**src/hdl/dnsx_pkg.sv**
```systemverilog
package dnsx_pkg;

  // One frame byte as it arrives from the receive path.
  typedef struct packed {
    logic [7:0] frame_byte;
    logic       last_byte;
  } in_beat_t;

  // One parse result, given on the last byte of a frame.
  typedef struct packed {
    logic [2:0]  status;
    logic [31:0] ip_address;
  } out_beat_t;

  // Result of one byte step, handed from the parser to the result register.
  typedef struct packed {
    logic      valid;
    out_beat_t beat;
  } res_t;

  // Result status codes.
  localparam logic [2:0] ST_IGNORED    = 3'd0;
  localparam logic [2:0] ST_NO_ANSWERS = 3'd1;
  localparam logic [2:0] ST_RESOLVED   = 3'd2;
  localparam logic [2:0] ST_NO_A       = 3'd3;
  localparam logic [2:0] ST_TRUNCATED  = 3'd4;

  // Configuration register indexes.
  localparam logic CFG_TRANSACTION_ID = 1'b0;
  localparam logic CFG_SERVER_PORT    = 1'b1;

  // Configuration reset values.
  localparam logic [15:0] TRANSACTION_ID_RESET = 16'h55AA;
  localparam logic [15:0] SERVER_PORT_RESET    = 16'd53;

  // Header field values that a reply must carry.
  localparam logic [15:0] ETHERTYPE_IPV4 = 16'h0800;
  localparam logic [7:0]  IP_PROTO_UDP   = 8'd17;

  // Byte offsets within the frame at which the header checks happen.
  localparam int DNS_BASE       = 42;
  localparam int OFF_ETHERTYPE  = 13;
  localparam int OFF_IP_PROTO   = 23;
  localparam int OFF_SRC_PORT   = 35;
  localparam int OFF_DNS_ID     = DNS_BASE + 1;
  localparam int OFF_AN_COUNT   = DNS_BASE + 7;
  localparam int OFF_HEADER_END = 53;

  // Name parsing and record layout.
  localparam logic [7:0]  PTR_MARK    = 8'hC0;
  localparam logic [15:0] QTAIL_LEN   = 16'd4;
  localparam logic [15:0] AHDR_LEN    = 16'd10;
  localparam logic [15:0] RR_TYPE_A   = 16'd1;
  localparam logic [15:0] A_RDLENGTH  = 16'd4;

endpackage

```
**src/hdl/dnsx_parser.sv**
```systemverilog
module dnsx_parser #(
  parameter int MAX_FRAME_BYTES = 2048,
  localparam int OW = $clog2(MAX_FRAME_BYTES + 1)
) (
  input  logic             clk,
  input  logic             rst_n,
  input  logic             beat_accept,
  input  dnsx_pkg::in_beat_t in_beat,
  input  logic [15:0]      transaction_id,
  input  logic [15:0]      server_port,
  output dnsx_pkg::res_t   res
);

  typedef enum logic [11:0] {
    PH_HEADER     = 12'b0000_0000_0001,
    PH_QNAME_LEN  = 12'b0000_0000_0010,
    PH_QNAME_SKIP = 12'b0000_0000_0100,
    PH_QNAME_PTR  = 12'b0000_0000_1000,
    PH_QTAIL      = 12'b0000_0001_0000,
    PH_ANAME_LEN  = 12'b0000_0010_0000,
    PH_ANAME_SKIP = 12'b0000_0100_0000,
    PH_ANAME_PTR  = 12'b0000_1000_0000,
    PH_AHDR       = 12'b0001_0000_0000,
    PH_RDATA      = 12'b0010_0000_0000,
    PH_ADDR       = 12'b0100_0000_0000,
    PH_DONE       = 12'b1000_0000_0000
  } phase_t;

  logic [OW-1:0] offset_r,  offset_nxt;
  phase_t        phase_r,   phase_nxt;
  logic [15:0]   skip_r,    skip_nxt;
  logic [15:0]   ans_r,     ans_nxt;
  logic [15:0]   rtype_r,   rtype_nxt;
  logic [15:0]   rlen_r,    rlen_nxt;
  logic [31:0]   addr_r,    addr_nxt;
  logic [2:0]    verdict_r, verdict_nxt;

  // Values after this byte has been parsed, before the end-of-frame clear.
  phase_t      p_phase;
  logic [15:0] p_skip;
  logic [15:0] p_ans;
  logic [15:0] p_rtype;
  logic [15:0] p_rlen;
  logic [31:0] p_addr;
  logic [2:0]  p_verdict;

  logic [7:0]  b;
  logic [15:0] word;
  logic [15:0] skip_dec;
  logic [15:0] ans_dec;
  logic        in_window;
  logic [2:0]  status;

  assign b         = in_beat.frame_byte;
  assign word      = {rtype_r[7:0], b};
  assign skip_dec  = skip_r - 16'd1;
  assign ans_dec   = ans_r - 16'd1;
  assign in_window = (offset_r < OW'(MAX_FRAME_BYTES));

  // Byte parser: one state step per frame byte.
  always_comb begin
    p_phase   = phase_r;
    p_skip    = skip_r;
    p_ans     = ans_r;
    p_rtype   = rtype_r;
    p_rlen    = rlen_r;
    p_addr    = addr_r;
    p_verdict = verdict_r;
    case (phase_r)
      PH_HEADER: begin
        p_rtype = word;
        if (offset_r == OW'(dnsx_pkg::OFF_ETHERTYPE) && word != dnsx_pkg::ETHERTYPE_IPV4) begin
          p_verdict = dnsx_pkg::ST_IGNORED;
          p_phase   = PH_DONE;
        end else if (offset_r == OW'(dnsx_pkg::OFF_IP_PROTO) && b != dnsx_pkg::IP_PROTO_UDP) begin
          p_verdict = dnsx_pkg::ST_IGNORED;
          p_phase   = PH_DONE;
        end else if (offset_r == OW'(dnsx_pkg::OFF_SRC_PORT) && word != server_port) begin
          p_verdict = dnsx_pkg::ST_IGNORED;
          p_phase   = PH_DONE;
        end else if (offset_r == OW'(dnsx_pkg::OFF_DNS_ID) && word != transaction_id) begin
          p_verdict = dnsx_pkg::ST_IGNORED;
          p_phase   = PH_DONE;
        end else if (offset_r == OW'(dnsx_pkg::OFF_AN_COUNT)) begin
          p_ans = word;
          if (word == 16'd0) begin
            p_verdict = dnsx_pkg::ST_NO_ANSWERS;
            p_phase   = PH_DONE;
          end
        end else if (offset_r == OW'(dnsx_pkg::OFF_HEADER_END)) begin
          p_phase = PH_QNAME_LEN;
        end
      end
      PH_QNAME_LEN: begin
        if (b == 8'd0) begin
          p_skip  = dnsx_pkg::QTAIL_LEN;
          p_phase = PH_QTAIL;
        end else if ((b & dnsx_pkg::PTR_MARK) == dnsx_pkg::PTR_MARK) begin
          p_phase = PH_QNAME_PTR;
        end else begin
          p_skip  = {8'd0, b};
          p_phase = PH_QNAME_SKIP;
        end
      end
      PH_ANAME_LEN: begin
        if (b == 8'd0) begin
          p_skip  = dnsx_pkg::AHDR_LEN;
          p_rtype = 16'd0;
          p_rlen  = 16'd0;
          p_phase = PH_AHDR;
        end else if ((b & dnsx_pkg::PTR_MARK) == dnsx_pkg::PTR_MARK) begin
          p_phase = PH_ANAME_PTR;
        end else begin
          p_skip  = {8'd0, b};
          p_phase = PH_ANAME_SKIP;
        end
      end
      PH_QNAME_SKIP: begin
        p_skip = skip_dec;
        if (skip_dec == 16'd0) begin
          p_phase = PH_QNAME_LEN;
        end
      end
      PH_ANAME_SKIP: begin
        p_skip = skip_dec;
        if (skip_dec == 16'd0) begin
          p_phase = PH_ANAME_LEN;
        end
      end
      PH_QNAME_PTR: begin
        p_skip  = dnsx_pkg::QTAIL_LEN;
        p_phase = PH_QTAIL;
      end
      PH_ANAME_PTR: begin
        p_skip  = dnsx_pkg::AHDR_LEN;
        p_rtype = 16'd0;
        p_rlen  = 16'd0;
        p_phase = PH_AHDR;
      end
      PH_QTAIL: begin
        p_skip = skip_dec;
        if (skip_dec == 16'd0) begin
          p_phase = PH_ANAME_LEN;
        end
      end
      PH_AHDR: begin
        // The first two bytes are the type, the last two the data length.
        if (skip_r >= 16'd9) begin
          p_rtype = {rtype_r[7:0], b};
        end else if (skip_r <= 16'd2) begin
          p_rlen = {rlen_r[7:0], b};
        end
        p_skip = skip_dec;
        if (skip_dec == 16'd0) begin
          if (p_rtype == dnsx_pkg::RR_TYPE_A && p_rlen == dnsx_pkg::A_RDLENGTH) begin
            p_skip  = dnsx_pkg::A_RDLENGTH;
            p_addr  = 32'd0;
            p_phase = PH_ADDR;
          end else if (p_rlen == 16'd0) begin
            p_ans = ans_dec;
            if (ans_dec == 16'd0) begin
              p_verdict = dnsx_pkg::ST_NO_A;
              p_phase   = PH_DONE;
            end else begin
              p_phase = PH_ANAME_LEN;
            end
          end else begin
            p_skip  = p_rlen;
            p_phase = PH_RDATA;
          end
        end
      end
      PH_RDATA: begin
        p_skip = skip_dec;
        if (skip_dec == 16'd0) begin
          p_ans = ans_dec;
          if (ans_dec == 16'd0) begin
            p_verdict = dnsx_pkg::ST_NO_A;
            p_phase   = PH_DONE;
          end else begin
            p_phase = PH_ANAME_LEN;
          end
        end
      end
      PH_ADDR: begin
        p_addr = {addr_r[23:0], b};
        p_skip = skip_dec;
        if (skip_dec == 16'd0) begin
          p_verdict = dnsx_pkg::ST_RESOLVED;
          p_phase   = PH_DONE;
        end
      end
      default: begin
      end
    endcase
  end

  // Commit the step on an accepted beat; the last byte also reports and clears.
  always_comb begin
    offset_nxt  = offset_r;
    phase_nxt   = phase_r;
    skip_nxt    = skip_r;
    ans_nxt     = ans_r;
    rtype_nxt   = rtype_r;
    rlen_nxt    = rlen_r;
    addr_nxt    = addr_r;
    verdict_nxt = verdict_r;
    if (beat_accept && in_window) begin
      offset_nxt  = offset_r + OW'(1);
      phase_nxt   = p_phase;
      skip_nxt    = p_skip;
      ans_nxt     = p_ans;
      rtype_nxt   = p_rtype;
      rlen_nxt    = p_rlen;
      addr_nxt    = p_addr;
      verdict_nxt = p_verdict;
    end

    status = (phase_nxt == PH_DONE) ? verdict_nxt : dnsx_pkg::ST_TRUNCATED;
    res.valid           = beat_accept && in_beat.last_byte;
    res.beat.status     = status;
    res.beat.ip_address = (status == dnsx_pkg::ST_RESOLVED) ? addr_nxt : 32'd0;

    if (beat_accept && in_beat.last_byte) begin
      offset_nxt  = '0;
      phase_nxt   = PH_HEADER;
      skip_nxt    = 16'd0;
      ans_nxt     = 16'd0;
      rtype_nxt   = 16'd0;
      rlen_nxt    = 16'd0;
      addr_nxt    = 32'd0;
      verdict_nxt = dnsx_pkg::ST_IGNORED;
    end
  end

  // Per-frame state registers.
  always_ff @(posedge clk) begin
    if (!rst_n) begin
      offset_r  <= '0;
      phase_r   <= PH_HEADER;
      skip_r    <= 16'd0;
      ans_r     <= 16'd0;
      rtype_r   <= 16'd0;
      rlen_r    <= 16'd0;
      addr_r    <= 32'd0;
      verdict_r <= dnsx_pkg::ST_IGNORED;
    end else begin
      offset_r  <= offset_nxt;
      phase_r   <= phase_nxt;
      skip_r    <= skip_nxt;
      ans_r     <= ans_nxt;
      rtype_r   <= rtype_nxt;
      rlen_r    <= rlen_nxt;
      addr_r    <= addr_nxt;
      verdict_r <= verdict_nxt;
    end
  end

endmodule

```
**src/hdl/dnsx_out_reg.sv**
```systemverilog
module dnsx_out_reg (
  input  logic                clk,
  input  logic                rst_n,
  input  dnsx_pkg::res_t      res,
  output logic                full,
  output logic                out_valid,
  input  logic                out_stall,
  output dnsx_pkg::out_beat_t out_data
);

  logic                valid_r, valid_nxt;
  dnsx_pkg::out_beat_t data_r,  data_nxt;

  // Load a new result, or drop the held one once it has been taken.
  always_comb begin
    valid_nxt = valid_r;
    data_nxt  = data_r;
    if (res.valid) begin
      valid_nxt = 1'b1;
      data_nxt  = res.beat;
    end else if (valid_r && !out_stall) begin
      valid_nxt = 1'b0;
    end
  end

  always_ff @(posedge clk) begin
    if (!rst_n) begin
      valid_r <= 1'b0;
    end else begin
      valid_r <= valid_nxt;
    end
  end

  always_ff @(posedge clk) begin
    data_r <= data_nxt;
  end

  // The register cannot take a new result while its beat is held back.
  assign full      = valid_r && out_stall;
  assign out_valid = valid_r;
  assign out_data  = data_r;

endmodule

```
**src/hdl/dns_reply_a_record_extractor_top.sv**
```systemverilog
// DNS reply A-record extractor. Frame bytes enter one per cycle on the in_ channel, with
// last_byte set on the final byte; the block checks for IPv4/UDP from the configured
// server port with the expected DNS id, walks the question and answer sections and
// returns one beat per frame (status and IPv4 address) in the cycle after the last byte.
// Each byte is a single state step, so the block takes one byte every cycle. The only
// stall is on a last byte while the previous result still sits in the result register
// and the receiver stalls it; other bytes keep flowing. Bytes at offsets of
// MAX_FRAME_BYTES and beyond are counted out and not parsed. Configuration writes take
// effect at the next edge and should be made between frames.
module dns_reply_a_record_extractor_top #(
  parameter int MAX_FRAME_BYTES = 2048
) (
  input  logic                clk,
  input  logic                rst_n,
  input  logic                in_valid,
  output logic                in_stall,
  input  dnsx_pkg::in_beat_t  in_data,
  output logic                out_valid,
  input  logic                out_stall,
  output dnsx_pkg::out_beat_t out_data,
  input  logic                cfg_we,
  input  logic                cfg_index,
  input  logic [15:0]         cfg_wdata
);

  logic [15:0]    transaction_id_r;
  logic [15:0]    server_port_r;
  logic           out_full;
  logic           beat_accept;
  dnsx_pkg::res_t res;

  // Configuration registers.
  always_ff @(posedge clk) begin
    if (!rst_n) begin
      transaction_id_r <= dnsx_pkg::TRANSACTION_ID_RESET;
      server_port_r    <= dnsx_pkg::SERVER_PORT_RESET;
    end else if (cfg_we) begin
      case (cfg_index)
        dnsx_pkg::CFG_TRANSACTION_ID: transaction_id_r <= cfg_wdata;
        dnsx_pkg::CFG_SERVER_PORT:    server_port_r    <= cfg_wdata;
        default: begin
        end
      endcase
    end
  end

  // Only a last byte needs room in the result register.
  assign in_stall    = out_full && in_data.last_byte;
  assign beat_accept = in_valid && !in_stall;

  dnsx_parser #(
    .MAX_FRAME_BYTES(MAX_FRAME_BYTES)
  ) u_parser (
    .clk           (clk),
    .rst_n         (rst_n),
    .beat_accept   (beat_accept),
    .in_beat       (in_data),
    .transaction_id(transaction_id_r),
    .server_port   (server_port_r),
    .res           (res)
  );

  dnsx_out_reg u_out_reg (
    .clk      (clk),
    .rst_n    (rst_n),
    .res      (res),
    .full     (out_full),
    .out_valid(out_valid),
    .out_stall(out_stall),
    .out_data (out_data)
  );

endmodule

```
**config.mk**
```make
export PLATFORM = sky130hd
export DESIGN_NAME = dns_reply_a_record_extractor_top
export DESIGN_NICKNAME = d
export VERILOG_FILES = /design/src/hdl/dnsx_pkg.sv /design/src/hdl/dnsx_parser.sv /design/src/hdl/dnsx_out_reg.sv /design/src/hdl/dns_reply_a_record_extractor_top.sv
export SDC_FILE = /design/constraint.sdc
export NUM_CORES = 1
export LEC_CHECK = 0
export ABC_AREA = 1
export BUFFER_PORTS_ARGS = -buffer_cell sky130_fd_sc_hd__buf_2
export CORE_ASPECT_RATIO = 2
export CORE_MARGIN = 10
export CORE_UTILIZATION = 63
export CTS_BUF_LIST = sky130_fd_sc_hd__clkbuf_2
export CTS_CLUSTER_DIAMETER = 50
export DETAILED_ROUTE_END_ITERATION = 10
export GPL_TIMING_DRIVEN = 0
export PLACE_DENSITY_LB_ADDON = 0.05
export RECOVER_POWER = 50
export SKIP_LAST_GASP = 1
export SYNTH_ARGS = -nofsm -noshare
export SYNTH_HDL_FRONTEND = slang
export SYNTH_SLANG_ARGS = --single-unit
```
**constraint.sdc**
```tcl
create_clock -name clk -period 3.9 [get_ports clk]
set_input_delay 0.975 -clock clk [delete_from_list [all_inputs] [get_ports clk]]
set_output_delay 0.975 -clock clk [all_outputs]
set_load 0.005 [all_outputs]
```
-- Word-level counts from Yosys, hierarchy flattened
Cells that the tools add are included.
- bitwise gates (word level): 2
- add/subtract/negate cells: 3
- reductions and logical operators: 32
- equality and inequality tests: 36
- magnitude comparators: 3
- multiplexer cells: 67
- operator list (kind ; count):
    16-bit two-way mux ; 21
    12-bit two-way mux ; 18
    12-bit case mux with 10 select lines ; 1
    32-bit two-way mux ; 3
    16-bit case mux with 3 select lines ; 2
    16-bit case mux with 6 select lines ; 1
    16-bit zero test ; 4
    16-bit case mux with 4 select lines ; 1
    32-bit case mux with 2 select lines ; 1
    12-bit by 6-bit equality test with 1-bit output, second input constant ; 5
    3-bit two-way mux ; 14
    16-bit inequality test ; 2
    16-bit by 1-bit subtractor with 16-bit output, second input constant ; 2
    12-bit by 4-bit equality test with 1-bit output, second input constant ; 2
    12-bit by 5-bit equality test with 1-bit output, second input constant ; 2
    16-bit by 1-bit equality test with 1-bit output, second input constant ; 1
    16-bit by 3-bit equality test with 1-bit output, second input constant ; 1
    16-bit by 4-bit greater-or-equal comparator with 1-bit output, second input constant ; 1
    16-bit by 2-bit less-or-equal comparator with 1-bit output, second input constant ; 1
    16-bit by 12-bit inequality test with 1-bit output, second input constant ; 1
    12-bit by 1-bit adder with 12-bit output, second input constant ; 1
    12-bit by 1-bit equality test with 1-bit output, second input constant ; 1
    12-bit by 10-bit equality test with 1-bit output, second input constant ; 1
    12-bit by 11-bit equality test with 1-bit output, second input constant ; 1
    other kinds (29) ; 55
- register bits after elaboration: 191
- logic and storage cells: 156
- bits of input ports: 31
- output and inout bits: 37

-- Depth between registers and ports, before layout
Gate-level depths: netlist of the first run.
- depth in word-level cells: 13
- gate-level depth with buffers: 23
- mapped depth without buffers: 21

-- Modules after synthesis
Synthesis of the first run repeated with hierarchy kept, for this count alone.
- cell total of the unflattened synthesis: 1808
- area, all modules: 11692.5 um^2
- modules (own cells, without submodules) (module ; area each (um^2) ; seq. area each (um^2) ; instances ; cells each):
    dnsx_parser ; 9346.5 ; 2462.4 ; 1 ; 1605
    dns_reply_a_record_extractor_top ; 1251.2 ; 640.6 ; 1 ; 162
    dnsx_out_reg ; 1094.8 ; 1071.0 ; 1 ; 41

-- Worst setup path before layout of the first run
No wires, ideal clock.
- path type: input-to-reg
- from: input out_stall
- to: register u_out_reg.data_r (netlist bit u_out_reg.out_data[10]) (data pin)
- buffers on the path: 1
- cell stages on the path: 18
- setup time: 0.139 ns
- arrival: 3.012 ns
- setup slack: 0.749 ns
- cell sequence: nand2_1 > inv_1 > nand2_1 > nand2_1 > nor2_1 > clkinv_1 > nor2_1 > inv_1 > nand2_1 > nand3_2 > a21oi_1 > nand2_1 > nor2_1 > nand3_2 > nor2_2 > nand3_2 > buf_6 > nor2_1
- word-level cells in the longest chain between the ends: 9
- elaborated cells on any way between the ends: 11
- classes of those cells: eq/ne: 2; mux: 4; reduce/logical: 5
- RTL lines (item ; line ; text):
    start: declaration ; dns_reply_a_record_extractor_top.sv:19 ; input logic out_stall,
    1-bit logical AND (*) ; dnsx_out_reg.sv:39 ; assign full = valid_r && out_stall;
    1-bit logical AND (*) ; dns_reply_a_record_extractor_top.sv:48 ; assign in_stall = out_full && in_data.last_byte;
    1-bit zero test (*) ; dns_reply_a_record_extractor_top.sv:49 ; assign beat_accept = in_valid && !in_stall;
    1-bit logical AND (*) ; dns_reply_a_record_extractor_top.sv:49 ;
    1-bit logical AND (*) ; dnsx_parser.sv:208 ; if (beat_accept && in_window) begin
    12-bit two-way mux ; dnsx_parser.sv:208 ;
    12-bit equality test ; dnsx_parser.sv:219 ; status = (phase_nxt == PH_DONE) ? verdict_nxt : dnsx_pkg::ST_TRUNCATED;
    3-bit two-way mux ; dnsx_parser.sv:219 ;
    3-bit by 2-bit equality test with 1-bit output ; dnsx_parser.sv:222 ; res.beat.ip_address = (status == dnsx_pkg::ST_RESOLVED) ? addr_nxt : 32'd0;
    end signal: assignment ; dnsx_out_reg.sv:35 ; data_r <= data_nxt;
    end: declaration ; dnsx_out_reg.sv:12 ; dnsx_pkg::out_beat_t data_r, data_nxt;
Every way passes the cells marked *; elsewhere a longest branch is shown, timed or not.
A chain may end at the register's enable or synchronous reset.

-- Worst setup path in the final report of the first run
- from: register u_parser.skip_r[1]
- to: register u_out_reg.data_r (netlist bit u_out_reg.out_data[27]) (data pin)
- word-level cells in the longest chain between the ends: 13
- elaborated cells on any way between the ends: 36
- classes of those cells: add/sub: 1; order compare: 2; eq/ne: 4; mux: 26; reduce/logical: 3
- RTL lines (item ; line ; text):
    start: declaration ; dnsx_parser.sv:31 ; logic [15:0] skip_r, skip_nxt;
    start signal: assignment ; dnsx_parser.sv:250 ; skip_r <= skip_nxt;
    16-bit by 2-bit less-or-equal comparator with 1-bit output ; dnsx_parser.sv:150 ; end else if (skip_r <= 16'd2) begin
    16-bit two-way mux ; dnsx_parser.sv:150 ;
    16-bit two-way mux ; dnsx_parser.sv:148 ; if (skip_r >= 16'd9) begin
    16-bit two-way mux ; dnsx_parser.sv:69 ; case (phase_r)
    16-bit zero test or 16-bit by 3-bit equality test with 1-bit output (tied branches) ; dnsx_parser.sv:159, dnsx_parser.sv:155 ;
    12-bit two-way mux or 1-bit logical AND (tied branches) ; dnsx_parser.sv:159, dnsx_parser.sv:155 ;
    12-bit two-way mux ; dnsx_parser.sv:155 ; if (p_rtype == dnsx_pkg::RR_TYPE_A && p_rlen == dnsx_pkg::A_RDLENGTH) begin
    12-bit two-way mux ; dnsx_parser.sv:154 ; if (skip_dec == 16'd0) begin
    12-bit case mux with 10 select lines ; dnsx_parser.sv:69 ;
    12-bit two-way mux ; dnsx_parser.sv:208 ;
    12-bit equality test ; dnsx_parser.sv:219 ;
    3-bit two-way mux ; dnsx_parser.sv:219 ;
    3-bit by 2-bit equality test with 1-bit output ; dnsx_parser.sv:222 ;
Several ways; a longest one is shown, not always the timed one. The select of a mux whose other input is x is not followed.

==> flow_metrics.py, run 1 <==
metrics = {
    "power_and_ir_drop": {
        "ir_drop_v": 0.000349,
        "clkPwrFrac_pct": 25.1,
        "p_leak_nw": 5.15,
        "total_power_mw": 4.20,
        "power.switching_mw": 1.50,
        "switching_share_pct": 35.8,
        "p_comb_share_pct": 23.3,
        "power_density_nw_per_um2": 359,
        "p_int_mw": 2.70,
        "seqPwrFrac_pct": 51.6,
    },
    "synth": {
        "async_reset_ff_share_pct": 0,
        "ys_seq_elements": 191,
        "syn_inst": 1645,
        "synth_cell_types": 43,
        "syn_area_sq_um": 10900,
        "yosys_warnings": 0,
        "synthFlopType": "dfxtp_1",
        "synth_seq_area_share_pct": 38.5,
        "synth-edff-count": 35,
        "synth_fp_nets": 1683,
        "avgSynthCellArea_sq_um": 6.60,
    },
    "layout": {
        "areaGrowthSynthToFinish_pct": 7.75,
        "post-route-util_pct": 69.4,
        "final_layout_size_suffix_gt1_share_pct": 6.77,
        "finalNetCount": 1767,
        "final_area_sq_um": 11700,
        "stdcell_count": 1950,
    },
    "placement": {
        "pre_cts_slack_ns": -0.472,
        "gp_congestion": 1.04,
        "placed_cells": 1916,
        "dp_hpwl_mm": 27.4,
        "io_buffers": 64,
        "dpl_cell_area_sq_um": 11400,
    },
    "timing": {
        "hold_viol_final": 0,
        "setup_tns_ns": 0,
        "worst_pin_slew_ns": 1.51,
        "fin_crit_ns": 3.68,
        "finalCritPeriodShare_pct": 94.4,
        "layout_setup_ws_ns": 0.217,
        "rsz0062_at_grt": "false",
        "fin_skew_ns": 0.0702,
        "fmax_mhz": 272,
        "slew_viol_final": 28,
        "whs_ns": 0.380,
        "maxSlewHeadroom_pct": -0.530,
        "setup_viol": 0,
    },
    "die": {
        "die_y_microns": 206,
        "dieArea_sq_um": 23200,
        "ioPinCount": 68,
        "core_area_sq_um": 16800,
        "die_w_microns": 113,
        "fp-row-count": 67,
        "start_util_pct": 64.4,
    },
    "setup_path": {
        "crit_fanout": 10,
        "r2r_end": "u_out_reg.out_data[27]",
        "r2r_start": "u_parser.skip_r[1]",
        "path_class": "reg2reg",
        "rrSetupSlack_ns": 0.22,
        "crit_path_end_kind": "flop",
        "cp-endpoint": "u_out_reg.out_data[27]",
        "rr_worst_depth": 20,
        "start_kind": "flop",
        "cp.arrival_ns": 4.29,
        "startpoint": "u_parser.skip_r[1]",
        "crit_required_ns": 4.50,
    },
    "clock_network": {
        "clockBufferDepth": 2,
        "cts_made_buffers": 17,
        "cts.clk_slew.worst_paths_ns": 0.31,
        "root_buffer": "clkbuf_2",
        "clock_latency_ns": 0.84,
        "htree_levels": 4,
        "tritoncts": "done",
        "cts_sinks": 191,
    },
    "grt": {
        "grt_pass1_vias": 11199,
        "track_usage_pct": 29.9,
        "antenna_found_initial": 1,
        "overflow": 0,
        "grt_max_degree": 37,
        "grt_pass1_wl_mm": 55.4,
    },
    "route": {
        "totalWireLength_mm": 35.5,
        "drc_errors": 0,
        "vias_per_cell": 5.89,
        "firstDrtPassIters": 8,
        "drtAntennaViolNets": 0,
        "vias": 11491,
        "drt_iter0_drc": 1093,
        "wl_per_cell_microns": 18.2,
    },
    "run_status": {
        "outcome": "finished with violations",
        "violations": "capacitance limit, slew limit",
    },
    "run": {
        "maxCapViolCount": 1,
    },
    "worst_hold_path": {
        "worstHoldPathType": "in2reg",
    },
}
## area by class of cell
class,instances,area [sq um]
multi-input combinational,1185,5680
fill,1552,5160
sequential,191,4170
inverter,208,781
timing repair buffer,65,277
buffer,61,269
tap,207,259
clock inverter,13,153
clock buffer,19,95.1
antenna,1,2.50
## synth_stat cells (4+ instances only)
cell type	n	share of area (%)
a21boi_0	4	0.28
a21oi_1	87	4.0
a22oi_1	32	2.2
a31oi_1	19	1.1
buf_2	5	0.23
buf_6	4	0.42
clkbuf_1	50	1.7
dfxtp_1	156	29
edfxtp_1	35	9.7
ha_1	7	0.81
inv_1	205	7.1
nand2_1	415	14
nand2_2	13	0.75
nand3_1	91	4.2
nand3_2	4	0.37
nand3b_1	13	0.90
nand4_1	16	0.92
nor2_1	242	8.4
nor2_2	10	0.58
nor3_1	23	1.1
nor4_1	4	0.23
o2111ai_1	5	0.40
o211ai_1	17	1.2
o21ai_0	115	5.3
o221ai_1	6	0.48
o22ai_1	18	1.0
o31ai_1	4	0.28
xor2_1	19	1.5
## power groups by stage
stage | Combinational, mW | Clock [mW] | Sequential (mW)
floorplan | 0.678 | 0 | 2.18
global placement | 0.936 | 0 | 2.20
detailed placement | 0.954 | 0 | 2.20
CTS | 0.959 | 1.06 | 2.16
global route | 1.09 | 1.12 | 2.18
finish | 0.980 | 1.06 | 2.17
## state kept, by name, indices dropped and copies added, names as in the netlist, 3 cells and up
| register | count |
|---|---|
| u_parser.rlen_r | 16 |
| u_parser.phase_r | 12 |
| transaction_id_r | 16 |
| u_parser.offset_r | 12 |
| u_parser.rtype_r | 16 |
| u_parser.skip_r | 16 |
| server_port_r | 16 |
| u_out_reg.out_data | 35 |
| u_parser.addr_r | 32 |
| u_parser.ans_r | 16 |
| u_parser.verdict_r | 3 |
## cells in the final DEF, fill, tap and decap left out, drive strengths merged, types with 17 or more instances in the layout
cell / n
nor2: 255
dfxtp: 156
edfxtp: 35
a21oi: 88
a22oi: 32
nor3: 24
buf: 37
o21ai: 119
nand2: 429
inv: 211
o211ai: 17
clkbuf: 108
a31oi: 19
xor2: 19
o22ai: 18
nand3: 95
## worst max-delay path, stage by stage, from the launching register on
cell	delay, ns
dfxtp_1	0.47
inv_1	0.12
ha_1	0.19
buf_2	0.17
nand2_2	0.16
nand2_1	0.07
nand2_1	0.13
nand3_1	0.17
nor2_1	0.13
nand2_1	0.06
nor2_1	0.08
nand3_1	0.25
nor2_1	0.53
nand3_2	0.20
nand3_1	0.12
nor2_1	0.05
nand2_1	0.10
nor2_2	0.07
nand3_2	0.14
buf_6	0.17
nor2_1	0.06
## worst min path at each step
stage                            to  cells after the start                 from  slack [ns]
2_1_floorplan   u_parser.rlen_r[10]                      2  u_parser.rlen_r[10]        0.44
3_3_place_gp    u_parser.rlen_r[14]                      2  u_parser.rlen_r[14]        0.44
3_5_place_dp     u_parser.rlen_r[1]                      2   u_parser.rlen_r[1]        0.45
4_1_cts        transaction_id_r[12]                      3        cfg_wdata[12]        0.34
5_1_grt        transaction_id_r[12]                      3        cfg_wdata[12]        0.34
6_report       transaction_id_r[14]                      3        cfg_wdata[14]        0.38
## cells by family after synthesis
| group | Yosys count | share of synthesized area [%] |
|---|---|---|
| and+or+nand+nor | 842 | 32.6 |
| AOI/OAI and AO/OA | 314 | 16.7 |
| buffers and inverters | 269 | 9.64 |
| DFF | 191 | 38.5 |
| xor gates and xnor gates | 22 | 1.78 |
| adders and majority gates | 7 | 0.807 |
## repair_timing
item | 4_1_cts | 5_1_grt
resized for setup | 0 | 26
hold buffers | 0 | 0
setup buffers | 0 | 0
setup endpoints to repair | 0 | 62
## routing by layer
metal | up-vias | GRT usage, % | share of wire, %
li1 | 5534 | - | -
met1 | 5282 | 29.1 | 35
met2 | 484 | 54.5 | 51
met3 | 191 | 4.55 | 5.4
met4 | 0 | 23.4 | 8.5
met5 | - | 0 | 0
Note: power is estimated with default switching activity, not from simulation.
==> inputs of run 2 (changes only) <==
ABC_AREA = default   (was 1)
==> run 2 against run 1 <==
  * The flow now finishes without violations
  * Total power down 20%
  * Cell area decreased by 4.4%
  * Sequential share of layout area increased by 1.7 points
  * Final cell count decreased by 21%
  * Utilization grew 1.1 points
  * Sequential power shrank 5%
  * Register-to-register slack worse by 0.16 ns
  * Highest routed layer unchanged
  * First-iteration DRC count is 27% lower
  * Clock power down 6%
==> flow_metrics.py, run 2 <==
metrics = {
    "run_status": {
        "outcome": "completed",
    },
    "setup_path": {
        "rr_worst_depth": 11,
        "crit_fanout": 10,
        "crit_path_end_kind": "flop",
        "cp.arrival_ns": 4.47,
        "crit_chain": "clkbuf_1, or4_1, nor4b_1, a211oi_1, a31oi_2, o2111a_1, a211o_1, a21boi_2, nand4_4, buf_6, nor2_1",
        "cp_slowest_cell": "or4_1",
        "crit_required_ns": 4.52,
        "critPathMaxStageDelay_ns": 0.64,
        "path_class": "reg2reg",
        "start_kind": "flop",
    },
    "route": {
        "drt_iter0_drc": 797,
        "vias_per_cell": 6.44,
        "vias": 9869,
        "drc_errors": 0,
        "wl_per_cell_microns": 21.6,
        "firstDrtPassIters": 5,
        "totalWireLength_mm": 33.1,
        "drtAntennaViolNets": 0,
    },
    "layout": {
        "post-route-util_pct": 70.5,
        "final_layout_size_suffix_gt1_share_pct": 12.0,
        "largest_reg_flops": 35,
        "nFillCells": 1380,
        "areaGrowthSynthToFinish_pct": 9.96,
        "stdcell_count": 1533,
        "final_area_sq_um": 11200,
        "layout_common_cells": "nor2_1, nand2_1, dfxtp_1",
        "finalNetCount": 1356,
        "mostFrequentLayoutCell": "nor2_1",
    },
    "power_and_ir_drop": {
        "total_power_mw": 3.37,
        "p_leak_nw": 3.78,
        "power_density_nw_per_um2": 302,
        "ir_drop_v": 0.000319,
    },
    "placement": {
        "gp_congestion": 0.993,
        "dp_hpwl_mm": 24.4,
        "dpl_cell_area_sq_um": 10700,
        "placed_cells": 1493,
        "pre_cts_slack_ns": -1.37,
        "io_buffers": 63,
    },
    "timing": {
        "fin_crit_ns": 3.85,
        "setup_viol": 0,
        "fin_skew_ns": 0.0274,
        "whs_ns": 0.386,
        "hold_viol_final": 0,
        "layout_setup_ws_ns": 0.0523,
        "rsz0062_at_grt": "true",
        "maxSlewHeadroom_pct": 2.17,
        "slew_viol_final": 0,
        "finalCritPeriodShare_pct": 98.7,
        "setup_tns_ns": 0,
        "fmax_mhz": 260,
        "worst_pin_slew_ns": 1.47,
    },
    "synth": {
        "synth_seq_area_share_pct": 41.1,
        "synth_fp_nets": 1267,
        "synth.area.top_cells": "dfxtp_1, edfxtp_1, nor2_1",
        "avgSynthCellArea_sq_um": 8.27,
        "yosys.area.top_type": "dfxtp_1",
        "yosys_warnings": 0,
        "synthMostInstantiatedCell": "nor2_1",
        "synthFlopType": "dfxtp_1",
        "ys_seq_elements": 191,
        "synth_cell_types": 73,
        "synth-edff-count": 35,
        "syn_area_sq_um": 10200,
        "async_reset_ff_share_pct": 0,
        "synth_top_cell_area_share_pct": 30.7,
        "synth_common_cells": "nor2_1, nand2_1, dfxtp_1, clkbuf_1, a21oi_1",
        "syn_inst": 1229,
    },
    "grt": {
        "antenna_found_initial": 1,
        "overflow": 0,
        "grt_pass1_vias": 9787,
        "grt_pass1_wl_mm": 51.4,
        "grt_max_degree": 36,
        "track_usage_pct": 30.4,
    },
    "die": {
        "die_y_microns": 200,
        "ioPinCount": 68,
        "start_util_pct": 64.1,
        "dieArea_sq_um": 21900,
        "fp-row-count": 65,
        "die_w_microns": 110,
        "core_area_sq_um": 15900,
    },
    "worst_hold_path": {
        "min_path_cells": 3,
        "worstHoldPathType": "in2reg",
    },
    "clock_network": {
        "cts_made_buffers": 17,
        "clock_latency_ns": 0.79,
        "cts.clk_slew.worst_paths_ns": 0.29,
        "holdBufCountCts": 0,
        "root_buffer": "clkbuf_2",
        "cts_sinks": 191,
        "tritoncts": "done",
        "clockBufferDepth": 2,
        "htree_levels": 4,
    },
    "run": {
        "maxCapViolCount": 0,
    },
}
## run 2: changes by cell type after synthesis, sizes merged, moves of 22 or more
cell / change
a21oi: -22
a22oi: +22
clkbuf: +25
inv: -190
nand2: -268
nand3: -38
nor2: -84
nor4: +23
o21ai: -54
## run 2: layout make-up
cell class	count	area (sq um)	share of cell area, %
Antenna cell	1	2.50	0.0224
Buffer	91	408	3.65
Clock buffer	17	85.1	0.761
Clock inverter	15	155	1.39
Inverter	16	60.1	0.537
Multi-Input combinational cell	929	5710	51.1
Sequential cell	191	4180	37.4
Tap cell	201	251	2.25
Timing Repair Buffer	72	329	2.94
## run 2: layer usage
metal  GRT usage (%)  routed length (microns)  vias up
met2            53.3                    17300      479
li1                -                        -     4593
met5               0                        0        -
met3            6.36                     2440      150
met1            30.8                    11100     4647
met4            20.9                     2250        0
## run 2: worst paths after layout
path	slack [ns]	to	from
max	0.05	u_out_reg.out_data[15]	u_parser.phase_r[7]
min	0.39	server_port_r[0]	cfg_wdata[0]
max reg2reg	0.05	u_out_reg.out_data[15]	u_parser.phase_r[7]
min reg2reg	0.47	u_parser.rtype_r[12]	u_parser.rtype_r[12]
## run 2: cell families (layout without fill, tap and decap cells)
| kind of cell | count (synthesis) | after routing | synth area share (%) |
|---|---|---|---|
| AOI/OAI and AO/OA | 293 | 293 | 20.5 |
| xor gates and xnor gates | 51 | 51 | 4.39 |
| adders and majority gates | 7 | 7 | 0.861 |
| buffers and inverters | 109 | 211 | 4.60 |
| DFF | 191 | 191 | 41.1 |
| muxes | 17 | 17 | 1.72 |
| other | 0 | 1 | 0 |
| and+or+nand+nor | 561 | 561 | 26.9 |
## run 2: worst max-delay path: cells and delay by family, from the launching register on
kind / cells / cell delay [ns]
compound gates: 5 / 1.29
simple gates: 4 / 1.53
buf+inv: 2 / 0.45
flops: 1 / 0.39
## run 2: timing repair
action	4_1_cts	5_1_grt
setup buffers	5	3
endpoints found under the setup margin	81	77
gates resized for setup	18	26
pin swaps	1	8
## run 2: where the power goes
group          leakage, nW  internal [mW]  switching, mW  total [mW]
logic                 2.06         0.0891          0.204       0.293
registers             1.58           2.05         0.0201        2.07
clock network        0.139          0.256          0.748        1.00
==> inputs of run 3 (changes only) <==
CORE_MARGIN = 2   (was 10)
==> run 3 against run 2 <==
  * Critical path type unchanged
  * Hold slack lost 0.0093 ns
  * Largest cell class unchanged
  * Sequential share of layout area grew 0.15 points
  * Total power shrank 1.0%
  * Critical endpoint is now u_out_reg.out_data[14]
  * Count of clock-buffer cells in the layout grew 2
  * Wire length shrank 0.42%
==> flow_metrics.py, run 3 (same netlist as run 2, synthesis figures left out) <==
metrics = {
    "setup_path": {
        "crit_chain": "inv_1, ha_1, or3b_2, clkbuf_1, o21ai_0, a2111oi_2, o211ai_1, o32a_1, o2111a_1, nor3_4, nand4_4, buf_6, nor2_1",
        "cp_slowest_cell": "dfxtp_1",
        "crit_path_end_kind": "flop",
        "cp.arrival_ns": 4.47,
        "rr_worst_depth": 13,
        "crit_fanout": 10,
        "rrSetupSlack_ns": 0.1,
        "path_class": "reg2reg",
        "start_kind": "flop",
        "critPathMaxStageDelay_ns": 0.50,
        "crit_required_ns": 4.57,
    },
    "grt": {
        "grt_pass1_wl_mm": 50.4,
        "overflow": 0,
        "grt_max_degree": 36,
        "grt_pass1_vias": 9688,
        "track_usage_pct": 38.5,
        "antenna_found_initial": 1,
    },
    "power_and_ir_drop": {
        "p_int_mw": 2.35,
        "total_power_mw": 3.34,
        "power_density_nw_per_um2": 300,
        "p_comb_share_pct": 8.8,
        "power.switching_uw": 988,
        "switching_share_pct": 29.6,
        "p_leak_nw": 3.79,
        "seqPwrFrac_pct": 62.2,
        "clkPwrFrac_pct": 29.0,
        "ir_drop_v": 0.000428,
    },
    "route": {
        "firstDrtPassIters": 7,
        "vias_per_cell": 6.52,
        "drtAntennaViolNets": 0,
        "drc_errors": 0,
        "wl_per_cell_microns": 21.5,
        "vias": 9972,
        "drt_iter0_drc": 813,
        "totalWireLength_mm": 33.0,
    },
    "timing": {
        "whs_ns": 0.376,
        "slew_viol_final": 0,
        "fin_crit_ns": 3.80,
        "finalCritPeriodShare_pct": 97.5,
        "layout_setup_ws_ns": 0.0978,
        "hold_viol_final": 0,
        "rsz0062_at_grt": "true",
        "fin_skew_ns": 0.0369,
        "setup_viol": 0,
        "worst_pin_slew_ns": 1.33,
        "fmax_mhz": 263,
        "maxSlewHeadroom_pct": 11.5,
    },
    "placement": {
        "dp_hpwl_mm": 24.1,
        "gp_congestion": 1.06,
        "io_buffers": 63,
        "placed_cells": 1493,
        "pre_cts_slack_ns": -1.39,
    },
    "layout": {
        "final_layout_size_suffix_gt1_share_pct": 12.6,
        "areaGrowthSynthToFinish_pct": 9.48,
        "largest_reg_flops": 35,
        "stdcell_count": 1530,
        "finalNetCount": 1353,
        "post-route-util_pct": 70.5,
        "layout_common_cells": "nor2_1, nand2_1, dfxtp_1",
        "nFillCells": 1366,
        "mostFrequentLayoutCell": "nor2_1",
    },
    "die": {
        "fp-row-count": 65,
        "dieArea_sq_um": 17200,
        "die_w_microns": 93.8,
        "ioPinCount": 68,
        "die_y_microns": 184,
        "start_util_pct": 64.4,
        "core_area_sq_um": 15800,
    },
    "clock_network": {
        "holdBufCountCts": 0,
        "clockBufferDepth": 2,
        "tritoncts": "done",
        "cts_made_buffers": 17,
        "htree_levels": 4,
        "root_buffer": "clkbuf_2",
        "cts_sinks": 191,
        "clock_latency_ns": 0.80,
        "cts.clk_slew.worst_paths_ns": 0.30,
    },
    "run_status": {
        "outcome": "completed",
    },
    "worst_hold_path": {
        "worstHoldPathType": "in2reg",
        "min_path_cells": 3,
    },
    "run": {
        "maxCapViolCount": 0,
    },
}
## run 3: cell count changes in the layout (fill, tap and decap cells not counted), moves of 2 or more
cell      delta
clkinv_1     -3
buf_4        -2
clkbuf_1    -10
buf_2       +11
## run 3: path summary, 6_finish.rpt
kind	from	end
max reg2reg	u_parser.ans_r[1]	u_out_reg.out_data[14]
max	u_parser.ans_r[1]	u_out_reg.out_data[14]
min	cfg_wdata[1]	transaction_id_r[1]
min reg2reg	u_parser.rtype_r[14]	u_parser.rtype_r[14]
## run 3: final cells by class
type                       count  area, sq um  share of cell area (%)
antenna                        1         2.50                  0.0225
timing repair buffer          69          324                    2.91
inverter                      16         60.1                   0.540
clock inverter                13          120                    1.08
multi-input combinational    929         5700                    51.2
sequential                   191         4180                    37.5
clock buffer                  19         95.1                   0.854
tap                          201          251                    2.26
buffer                        91          405                    3.64
## run 3: repair_timing
item / 4_1_cts / 5_1_grt
resized for setup: 15 / 25
buffers inserted: 2 / 4
pin swaps: 1 / 3
setup endpoints to repair: 89 / 86
## run 3: per-layer routing
metal	vias up	routed length, microns	track usage [%]
met5	-	0	0
met4	0	2610	28.3
met3	176	2520	10.5
met2	514	16900	68.0
met1	4700	10900	37.3
li1	4582	-	-
## run 3: critical path, delay by kind of cell (launching register included)
family	cells	cell delay, ns
compound gates	5	1.54
simple gates	4	0.84
buf+inv	3	0.53
flops	1	0.50
fa+ha+maj	1	0.26
## run 3: power by group through the flow
stage / clock, mW / sequential (mW) / combinational, mW
2_1_floorplan: 0 / 2.11 / 0.165
3_3_place_gp: 0 / 2.11 / 0.276
3_5_place_dp: 0 / 2.11 / 0.280
4_1_cts: 0.965 / 2.07 / 0.284
5_1_grt: 1.04 / 2.08 / 0.314
6_report: 0.968 / 2.08 / 0.293
## run 3: metrics by stage
stage                     TNS (ns)  cell area [sq um]
final                            0              11100
after global routing        -0.311              11100
after CTS                 -0.00219              11000
after detailed placement   -107.43              10700
after global placement     -145.85              10700
after floorplan                  0              10200
